## src/rtl/ces_pkg.sv

```systemverilog
// ----------------------------------------------------------------------------
// ces_pkg
// Shared types and constants of the clock sync interval estimator.
// ----------------------------------------------------------------------------
package ces_pkg;

   localparam int NowWidth    = 31;
   localparam int StampWidth  = 32;
   localparam int HalfRtWidth = 30;
   localparam int HalfWWidth  = 31;
   localparam int FracBits    = 16;
   localparam int DivBits     = StampWidth + FracBits;
   localparam int DivCntWidth = $clog2(DivBits);
   localparam int ReqDataWidth = 96;
   localparam int RspDataWidth = 128;

   localparam logic [1:0] StatusOk      = 2'd0;
   localparam logic [1:0] StatusInvalid = 2'd1;
   localparam logic [1:0] StatusNoSync  = 2'd2;

   localparam logic KindQuery = 1'b0;
   localparam logic KindSync  = 1'b1;

   // controller -> datapath
   typedef struct packed {
      logic load;
      logic prep1;
      logic prep2;
      logic prep3;
      logic commit;
      logic div_init;
      logic div_step;
      logic finish;
      logic emit;
   } ces_cmd_type;

   // datapath -> controller
   typedef struct packed {
      logic need_div;
      logic div_last;
      logic out_free;
   } ces_stat_type;

endpackage

```

## src/rtl/clock_sync_interval_estimator_unit.sv

```systemverilog
// ----------------------------------------------------------------------------
// clock_sync_interval_estimator_unit
// Interval-intersection estimate of a remote global clock from sync replies.
// ----------------------------------------------------------------------------
// Usage:
//   The req_ channel carries one transaction per sync reply or query; req_tuser
//   selects which (0 query, 1 sync reply). The rsp_ channel returns exactly one
//   result transaction for each request, in order.
//   A sync reply intersects the held global-time window with the reply window
//   and returns the half round trip plus the drift ratio in signed Q16.16.
//   A query returns the projected global time and the window half width.
// Sequencing:
//   One transaction is worked at a time. A query, a rejected sync or a sync
//   with zero shift or zero elapsed time goes from acceptance through the
//   prep, commit and check phases to the output register; a sync that needs a
//   drift ratio also runs the 48-step restoring divider (one quotient bit a
//   cycle). The next request is taken in the cycle after the result is loaded.
// Reset:
//   Synchronous, active high. Clears the estimate (unsynced), drops any
//   pending result and returns the sequencer to idle.
// Stall:
//   A result waits in the output register while rsp_tready is low; the next
//   request is still accepted and worked, then holds before the output
//   register until the waiting result is taken.
// ----------------------------------------------------------------------------
module clock_sync_interval_estimator_unit
   import ces_pkg::*;
(
   input  logic                    clock,
   input  logic                    reset,
   input  logic                    req_tvalid,
   output logic                    req_tready,
   input  logic                    req_tuser,  // kind
   // [30:0] local_now, [61:31] request_stamp, [93:62] remote_stamp, [95:94] zero
   input  logic [ReqDataWidth-1:0] req_tdata,
   output logic                    rsp_tvalid,
   input  logic                    rsp_tready,
   // [1:0] status, [31:2] half_round_trip, [63:32] drift_ratio,
   // [95:64] global_estimate, [126:96] estimate_half_width, [127] zero
   output logic [RspDataWidth-1:0] rsp_tdata
);

   ces_cmd_type  cmd;
   ces_stat_type stat;

   // sequencer: one phase per cycle unless the emit phase holds, loops on the divider
   ces_ctrl u_ctrl (
      .clock      (clock),
      .reset      (reset),
      .req_tvalid (req_tvalid),
      .req_tready (req_tready),
      .stat       (stat),
      .cmd        (cmd)
   );

   // window state, arithmetic, divider and output register
   ces_dpath u_dpath (
      .clock      (clock),
      .reset      (reset),
      .cmd        (cmd),
      .stat       (stat),
      .req_tuser  (req_tuser),
      .req_tdata  (req_tdata),
      .rsp_tvalid (rsp_tvalid),
      .rsp_tready (rsp_tready),
      .rsp_tdata  (rsp_tdata)
   );

endmodule

```

## src/rtl/ces_ctrl.sv

```systemverilog
// ----------------------------------------------------------------------------
// ces_ctrl
// Sequencer: steps one transaction through the datapath phases.
// ----------------------------------------------------------------------------
module ces_ctrl
   import ces_pkg::*;
(
   input  logic         clock,
   input  logic         reset,
   input  logic         req_tvalid,
   output logic         req_tready,
   input  ces_stat_type stat,
   output ces_cmd_type  cmd
);

   typedef enum logic [8:0] {
      S_IDLE   = 9'b000000001,
      S_PREP1  = 9'b000000010,
      S_PREP2  = 9'b000000100,
      S_PREP3  = 9'b000001000,
      S_COMMIT = 9'b000010000,
      S_CHECK  = 9'b000100000,
      S_DIV    = 9'b001000000,
      S_FINISH = 9'b010000000,
      S_EMIT   = 9'b100000000
   } state_type;

   state_type state_ff, state_in;

   always_comb begin
      state_in   = state_ff;
      cmd        = '0;
      req_tready = 1'b0;
      case (state_ff)
         S_IDLE: begin
            req_tready = 1'b1;
            if (req_tvalid) begin
               cmd.load = 1'b1;
               state_in = S_PREP1;
            end
         end
         S_PREP1: begin
            cmd.prep1 = 1'b1;
            state_in  = S_PREP2;
         end
         S_PREP2: begin
            cmd.prep2 = 1'b1;
            state_in  = S_PREP3;
         end
         S_PREP3: begin
            cmd.prep3 = 1'b1;
            state_in  = S_COMMIT;
         end
         S_COMMIT: begin
            cmd.commit = 1'b1;
            state_in   = S_CHECK;
         end
         S_CHECK: begin
            if (stat.need_div) begin
               cmd.div_init = 1'b1;
               state_in     = S_DIV;
            end else begin
               state_in = S_EMIT;
            end
         end
         S_DIV: begin
            cmd.div_step = 1'b1;
            if (stat.div_last) begin
               state_in = S_FINISH;
            end
         end
         S_FINISH: begin
            cmd.finish = 1'b1;
            state_in   = S_EMIT;
         end
         S_EMIT: begin
            // hold until the output register can take the result
            if (stat.out_free) begin
               cmd.emit = 1'b1;
               state_in = S_IDLE;
            end
         end
         default: begin
            state_in = S_IDLE;
         end
      endcase
   end

   always_ff @(posedge clock) begin
      if (reset) begin
         state_ff <= S_IDLE;
      end else begin
         state_ff <= state_in;
      end
   end

endmodule

```

## src/rtl/ces_dpath.sv

```systemverilog
// ----------------------------------------------------------------------------
// ces_dpath
// Estimator state, window arithmetic, serial drift divider, output register.
// ----------------------------------------------------------------------------
module ces_dpath
   import ces_pkg::*;
(
   input  logic                    clock,
   input  logic                    reset,
   input  ces_cmd_type             cmd,
   output ces_stat_type            stat,
   input  logic                    req_tuser,
   input  logic [ReqDataWidth-1:0] req_tdata,
   output logic                    rsp_tvalid,
   input  logic                    rsp_tready,
   output logic [RspDataWidth-1:0] rsp_tdata
);

   // captured transaction
   logic                  kind_ff;
   logic [NowWidth-1:0]   now_ff, reqst_ff;
   logic [StampWidth-1:0] remote_ff;

   // estimator state
   logic                  synced_ff, synced_in;
   logic [NowWidth-1:0]   elapsed_ff, elapsed_in;
   logic [StampWidth-1:0] shift_ff, shift_in;
   logic [NowWidth-1:0]   last_ff, last_in;
   logic [StampWidth-1:0] low_ff, low_in;
   logic [StampWidth-1:0] high_ff, high_in;

   // phase scratch
   logic [NowWidth-1:0]   lag_ff;
   logic                  bad_ff, restart_ff;
   logic [StampWidth-1:0] diff_ff;
   logic [HalfWWidth-1:0] hw_ff;
   logic [StampWidth-1:0] low_adv_ff, high_adv_ff;
   logic [StampWidth-1:0] mid_ff, est_ff, reply_high_ff, delta_ff;
   logic                  sync_ok_ff;

   // result
   logic [1:0]             res_status_ff, res_status_in;
   logic [HalfRtWidth-1:0] res_half_ff, res_half_in;
   logic [StampWidth-1:0]  res_drift_ff, res_drift_in;
   logic [StampWidth-1:0]  res_global_ff, res_global_in;
   logic [HalfWWidth-1:0]  res_hw_ff, res_hw_in;

   // divider
   logic [NowWidth-1:0]    div_rem_ff;
   logic [DivBits-1:0]     div_quo_ff;
   logic [NowWidth-1:0]    div_den_ff;
   logic                   div_neg_ff;
   logic [DivCntWidth-1:0] div_cnt_ff;
   logic [NowWidth+1:0]    div_trial;
   logic [StampWidth-1:0]  div_mag;

   // output register
   logic                    out_valid_ff;
   logic [RspDataWidth-1:0] out_data_ff;

   logic [StampWidth:0] diff_wide;
   logic [StampWidth:0] lag_wide;
   logic                est_out;

   assign diff_wide = {2'b00, now_ff} - {2'b00, last_ff};
   assign lag_wide  = {2'b00, now_ff} - {2'b00, reqst_ff};
   assign div_trial = {1'b0, div_rem_ff, div_quo_ff[DivBits-1]} - {2'b00, div_den_ff};
   assign div_mag   = shift_ff[StampWidth-1] ? (~shift_ff + 1'b1) : shift_ff;
   assign est_out   = ($signed(est_ff) < $signed(low_adv_ff))
                   || ($signed(est_ff) > $signed(high_adv_ff));

   assign stat.need_div = sync_ok_ff && (shift_ff != '0) && (elapsed_ff != '0);
   assign stat.div_last = (div_cnt_ff == DivCntWidth'(DivBits - 1));
   assign stat.out_free = !out_valid_ff || rsp_tready;

   assign rsp_tvalid = out_valid_ff;
   assign rsp_tdata  = out_data_ff;

   always_comb begin
      synced_in     = synced_ff;
      elapsed_in    = elapsed_ff;
      shift_in      = shift_ff;
      last_in       = last_ff;
      low_in        = low_ff;
      high_in       = high_ff;
      res_status_in = res_status_ff;
      res_half_in   = res_half_ff;
      res_drift_in  = res_drift_ff;
      res_global_in = res_global_ff;
      res_hw_in     = res_hw_ff;
      if (cmd.commit) begin
         res_status_in = StatusOk;
         res_half_in   = '0;
         res_drift_in  = '0;
         res_global_in = '0;
         res_hw_in     = '0;
         if (kind_ff == KindQuery) begin
            if (!synced_ff) begin
               res_status_in = StatusNoSync;
            end else begin
               res_global_in = mid_ff;
               res_hw_in     = hw_ff;
            end
         end else if (bad_ff) begin
            res_status_in = StatusInvalid;
         end else begin
            res_half_in = lag_ff[NowWidth-1:1];
            last_in     = now_ff;
            synced_in   = 1'b1;
            if (restart_ff) begin
               elapsed_in = '0;
               shift_in   = '0;
               low_in     = remote_ff;
               high_in    = reply_high_ff;
            end else begin
               elapsed_in = elapsed_ff + diff_ff[NowWidth-1:0];
               shift_in   = shift_ff + delta_ff;
               if (est_out) begin
                  low_in  = remote_ff;
                  high_in = reply_high_ff;
               end else begin
                  low_in  = ($signed(remote_ff) > $signed(low_adv_ff)) ? remote_ff
                                                                       : low_adv_ff;
                  high_in = ($signed(reply_high_ff) < $signed(high_adv_ff))
                            ? reply_high_ff : high_adv_ff;
               end
            end
         end
      end
      if (cmd.finish) begin
         // saturate the truncated quotient to signed 32 bits
         if (div_neg_ff) begin
            if ((div_quo_ff[DivBits-1:StampWidth] != '0)
                || (div_quo_ff[StampWidth-1] && (div_quo_ff[StampWidth-2:0] != '0))) begin
               res_drift_in = {1'b1, {(StampWidth-1){1'b0}}};
            end else begin
               res_drift_in = ~div_quo_ff[StampWidth-1:0] + 1'b1;
            end
         end else begin
            if (div_quo_ff[DivBits-1:StampWidth-1] != '0) begin
               res_drift_in = {1'b0, {(StampWidth-1){1'b1}}};
            end else begin
               res_drift_in = div_quo_ff[StampWidth-1:0];
            end
         end
      end
   end

   always_ff @(posedge clock) begin
      if (reset) begin
         synced_ff    <= 1'b0;
         elapsed_ff   <= '0;
         shift_ff     <= '0;
         last_ff      <= '0;
         low_ff       <= '0;
         high_ff      <= '0;
         out_valid_ff <= 1'b0;
         sync_ok_ff   <= 1'b0;
         div_cnt_ff   <= '0;
      end else begin
         synced_ff  <= synced_in;
         elapsed_ff <= elapsed_in;
         shift_ff   <= shift_in;
         last_ff    <= last_in;
         low_ff     <= low_in;
         high_ff    <= high_in;
         if (cmd.commit) begin
            sync_ok_ff <= (kind_ff == KindSync) && !bad_ff;
         end
         if (cmd.div_init) begin
            div_cnt_ff <= '0;
         end else if (cmd.div_step) begin
            div_cnt_ff <= div_cnt_ff + 1'b1;
         end
         if (cmd.emit) begin
            out_valid_ff <= 1'b1;
         end else if (rsp_tready) begin
            out_valid_ff <= 1'b0;
         end
      end
   end

   // payload registers
   always_ff @(posedge clock) begin
      res_status_ff <= res_status_in;
      res_half_ff   <= res_half_in;
      res_drift_ff  <= res_drift_in;
      res_global_ff <= res_global_in;
      res_hw_ff     <= res_hw_in;
      if (cmd.load) begin
         kind_ff   <= req_tuser;
         now_ff    <= req_tdata[NowWidth-1:0];
         reqst_ff  <= req_tdata[2*NowWidth-1:NowWidth];
         remote_ff <= req_tdata[2*NowWidth+StampWidth-1:2*NowWidth];
      end
      if (cmd.prep1) begin
         lag_ff      <= lag_wide[NowWidth-1:0];
         bad_ff      <= now_ff < reqst_ff;
         restart_ff  <= !synced_ff || (now_ff < last_ff);
         diff_ff     <= diff_wide[StampWidth-1:0];
         hw_ff       <= HalfWWidth'((high_ff - low_ff) >> 1);
         low_adv_ff  <= low_ff + diff_wide[StampWidth-1:0];
         high_adv_ff <= high_ff + diff_wide[StampWidth-1:0];
      end
      if (cmd.prep2) begin
         mid_ff        <= low_adv_ff + {1'b0, hw_ff};
         est_ff        <= remote_ff + {2'b00, lag_ff[NowWidth-1:1]};
         reply_high_ff <= remote_ff + {1'b0, lag_ff};
      end
      if (cmd.prep3) begin
         delta_ff <= est_ff - mid_ff;
      end
      if (cmd.div_init) begin
         div_rem_ff <= '0;
         div_quo_ff <= {div_mag, {FracBits{1'b0}}};
         div_den_ff <= elapsed_ff;
         div_neg_ff <= shift_ff[StampWidth-1];
      end else if (cmd.div_step) begin
         div_rem_ff <= div_trial[NowWidth+1] ? {div_rem_ff[NowWidth-2:0],
                                                div_quo_ff[DivBits-1]}
                                             : div_trial[NowWidth-1:0];
         div_quo_ff <= {div_quo_ff[DivBits-2:0], ~div_trial[NowWidth+1]};
      end
      if (cmd.emit) begin
         out_data_ff <= {1'b0, res_hw_ff, res_global_ff, res_drift_ff,
                         res_half_ff, res_status_ff};
      end
   end

   // a finished result never overwrites one the receiver has not taken
   a_emit_free: assert property (@(posedge clock) disable iff (reset)
      cmd.emit |-> (!out_valid_ff || rsp_tready))
      else $error("result register overwritten");

   // before the first sync the accumulators stay cleared
   a_unsynced_clear: assert property (@(posedge clock) disable iff (reset)
      !synced_ff |-> (shift_ff == '0) && (elapsed_ff == '0))
      else $error("accumulators moved before first sync");

   // the divider only runs against a nonzero divisor
   a_div_den: assert property (@(posedge clock) disable iff (reset)
      cmd.div_step |-> (div_den_ff != '0))
      else $error("drift division by zero");

   // the quotient is used only after all bit steps
   a_div_finish: assert property (@(posedge clock) disable iff (reset)
      cmd.finish |-> $past(cmd.div_step && stat.div_last))
      else $error("drift quotient taken early");

endmodule
```

## config.mk

```make
export PLATFORM = sky130hd
export DESIGN_NAME = clock_sync_interval_estimator_unit
export DESIGN_NICKNAME = d
export VERILOG_FILES = /design/src/rtl/ces_pkg.sv /design/src/rtl/clock_sync_interval_estimator_unit.sv /design/src/rtl/ces_ctrl.sv /design/src/rtl/ces_dpath.sv
export SDC_FILE = /design/constraint.sdc
export NUM_CORES = 2
export LEC_CHECK = 0
export BUFFER_PORTS_ARGS = -buffer_cell sky130_fd_sc_hd__buf_2
export CAP_MARGIN = 20
export CORE_MARGIN = 4
export CORE_UTILIZATION = 57
export DETAILED_ROUTE_END_ITERATION = 10
export PLACE_DENSITY = 0.79
export SLEW_MARGIN = 20
export SYNTH_ARGS = -nofsm -noshare
export SYNTH_HDL_FRONTEND = slang
export SYNTH_SLANG_ARGS = --single-unit
```

## constraint.sdc

```tcl
create_clock -name clock -period 18.9 [get_ports clock]
set_input_delay 3.78 -clock clock [delete_from_list [all_inputs] [get_ports clock]]
set_output_delay 3.78 -clock clock [all_outputs]
set_load 0.01 [all_outputs]
```

==> results.toml <==
[outcome]
outcome = "completed"

[logic_synthesis]
yosysTopAreaCellShare_pct = 39.3
synthesis.nets = 5751
synthTopCellsByArea = "edfxtp_1, ha_1, dfxtp_1"
syn_avg_cell_area_um2 = 10.4
yosysSeqAreaShare_pct = 47.7
yosys_warnings = 0
synth_compound_area_share_pct = 16.9
synth_fa_ha_area_share_pct = 12.2
synth_edf_count = 700
syn_inst = 5138
synth_top_family_by_area = "compound AO/OA/AOI/OAI gates"
synth_xor_xnor_area_share_pct = 5.41
ys_ff_latch = 923
post_synth_num_cell_types = 88
synth-async-reset-ratio_pct = 0
netlist_area_mm2 = 0.0534
synthMuxAreaShare_pct = 1.33
synth-simple-area-share_pct = 13.2
ys.flop_type = "edfxtp_1"
yosysTopAreaCell = "edfxtp_1"

[layout]
area_growth_pct = 11.0
fillers = 7317
final_cell_mix = "edfxtp_1, ha_1, a21oi_1"
largest_reg_flops = 127
nets = 5997
drive_gt1_share_pct = 8.76
layout_commonest_cell = "edfxtp_1"

[floorplanning]
fp.coreArea_mm2 = 0.0932
fp.dieH_um = 314
die_x_um = 314
start_util_pct = 57.4
die-area_mm2 = 0.0987
ios = 231
rows = 112

[global_route]
grt_pass1_vias = 38700
antenna_found_initial = 4
grt_use_total_pct = 26.1
grt_max_degree = 160
grt_overflow = 0
grt_pass1_wl_um = 203000

[cts]
cts_tree = "yes"
cts_root_buf = "clkbuf_16"
cts_buffers = 100
postCtsSetupBuffers = 0
cts_resized = 0
h-tree-depth = 3
clk_pin_slew_ns = 0.06
cts_buffer_depth = 3
cts.sinks = 923
clk_latency_ns = 0.68
postCtsHoldBufs = 0

[timing]
worst_slew_pin_slew_ns = 1.12
fin_crit_ns = 5.96
slew_viol_final = 0
finalCritPeriodShare_pct = 31.5
setup_viol = 0
maxSlewHeadroom_pct = 25.2
tns_ns = 0
whs_ns = 0.414
final.setup.worst_slack_ns = 12.94
rsz0062_at_grt = "no"
fin_worst_skew_ns = 0.0336
fmax_mhz = 168
hold_violations = 0

[hold_path]
min-delay-start = "u_dpath.res_half_ff[8]$_SDFFCE_PN0P_"
whs_endpoint = "u_dpath.rsp_tdata[10]$_DFFE_PP_"
hp-class = "reg2reg"
min_delay_path_depth = 0

[worst_setup_path]
cpPeakStageDelay_ns = 0.56
endpoint_kind = "flip-flop"
crit_buf_inv = 2
crit_path_frequent_cell = "a211oi_1"
crit_arrival_ns = 6.34
critPathSlowestCell = "a31oi_1"
crit_type = "reg2reg"
cp.required_ns = 19.27
crit_path_cell_trace = "inv_1 > ha_1 > inv_1 > fa_1 > a211oi_1 > o21bai_1 > and3_1 > nor2_1 > a211oi_1 > o21ai_0 > a31oi_1 > nand4_1 > o21ai_0 > a31oi_1 > ha_1 > a21o_1 > nand2_1 > nand2_1 > a21o_1 > nor3_1 > a21oi_1 > nor4b_1 > a211oi_1 > xor2_1"
rr_endpoint = "u_dpath.high_adv_ff[31]$_DFFE_PP_"
r2r_start = "u_dpath.now_ff[0]$_DFFE_PP_"
r2r_slack_ns = 12.94
critPathMaxFanout = 8
reg2reg_depth = 24
cp-start-kind = "flip-flop"
worst_path_dominant_cell_family = "compound AO/OA/AOI/OAI gates"

[placed_design]
place.gp.congestion = 0.960
port_buffers = 227
post-place-ws_ns = 13.06
dp_hpwl_um = 98800

[route]
vias = 40100
dr.first_iter.drc_count = 3098
wl_um = 131000
drc = 0
routedWlPerCell_um = 19.4
ant_nets = 0
firstDrtPassIters = 6
viasPerCell = 5.96

[power]
peakVddDrop_mv = 0.104
power_density_mw_per_mm2 = 84.8
p_leak_nw = 23.9

[job]
cap_violations = 0
==> power breakdown <==
group / switching [mW] / total (mW) / internal (mW)
clock: 0.808 / 1.93 / 1.12
sequential: 0.0507 / 2.33 / 2.28
combinational: 0.464 / 0.773 / 0.308
==> cell families after synthesis <==
family / after synthesis
flip-flops: 923
multiplexers: 71
XOR/XNOR: 330
AO/OA/AOI/OAI: 1407
adder cells (fa/ha/maj): 512
AND/OR/NAND/NOR: 1432
buffers and inverters: 462
other: 1
==> metal layers <==
layer / GRT usage (%) / up-vias / part of all wire (%)
met5: 0 / - / 0
met3: 3.36 / 273 / 6.3
met2: 44.7 / 1290 / 48
li1: - / 19500 / -
met4: 10.9 / 0 / 4.2
met1: 33.5 / 19000 / 42
==> metrics by stage <==
step	cells	instance area (um^2)	util (%)	total power, mW
detailed placement	6536	56100	60.2	3.13
floorplan	5138	53400	-	2.92
CTS	6723	59300	63.6	5.05
global placement	6536	56100	60.2	3.11
global route	6723	59300	63.6	5.24
finish	6724	59300	63.7	5.03
==> area by class of cell <==
class                      instances  area [um^2]  share of cell area [%]
multi-input combinational       3753        26300                    44.3
sequential                       923        25500                    43.0
clock buffer                     127         2690                    4.53
tap                             1254         1570                    2.65
timing repair buffer             269         1470                    2.47
inverter                         337         1270                    2.14
clock inverter                    60          567                   0.956
antenna                            1         2.50                 0.00422
==> how the worst max path moves through the flow <==
| stage | start | to | slack (ns) | cells past startpoint |
|---|---|---|---|---|
| 3_3_place_gp | reset | u_dpath.high_ff[27]$_SDFFE_PP0P_ | 13.11 | 4 |
| 6_report | u_dpath.now_ff[0]$_DFFE_PP_ | u_dpath.high_adv_ff[31]$_DFFE_PP_ | 12.94 | 24 |
| 5_1_grt | u_dpath.now_ff[0]$_DFFE_PP_ | u_dpath.high_adv_ff[31]$_DFFE_PP_ | 12.69 | 24 |
| 4_1_cts | u_dpath.now_ff[0]$_DFFE_PP_ | u_dpath.high_adv_ff[31]$_DFFE_PP_ | 13.10 | 24 |
| 2_1_floorplan | u_ctrl.state_ff[7]$_SDFFE_PP0P_ | u_ctrl.state_ff[3]$_SDFFE_PP0P_ | 7.19 | 5 |
| 3_5_place_dp | reset | u_dpath.high_ff[24]$_SDFFE_PP0P_ | 13.06 | 4 |
==> cell usage after synthesis (all sizes together) (10+ instances only) <==
library cell and instances:
nor3 88, nand4 57, nand2b 65, a31oi 59, dfxtp 223, a221oi 23
o21bai 34, buf 17, a21o 203, a21boi 14, o211ai 25, or3 40
nor2 353, edfxtp 700, a211o 10, o21ai 296, o41ai 10, clkbuf 108
mux2i 71, a211oi 107, or2 20, and3 44, a22oi 24, o21a 74
fa 12, xnor2 208, a2111oi 14, o31a 12, xor2 122, o311ai 13
nand3 109, a21oi 380, ha 500, o2111ai 11, nor2b 66, nor4 23
nand2 380, o31ai 31, nand3b 30, and2 112, inv 336, or4 16
Power figures use the tool's default switching activity.
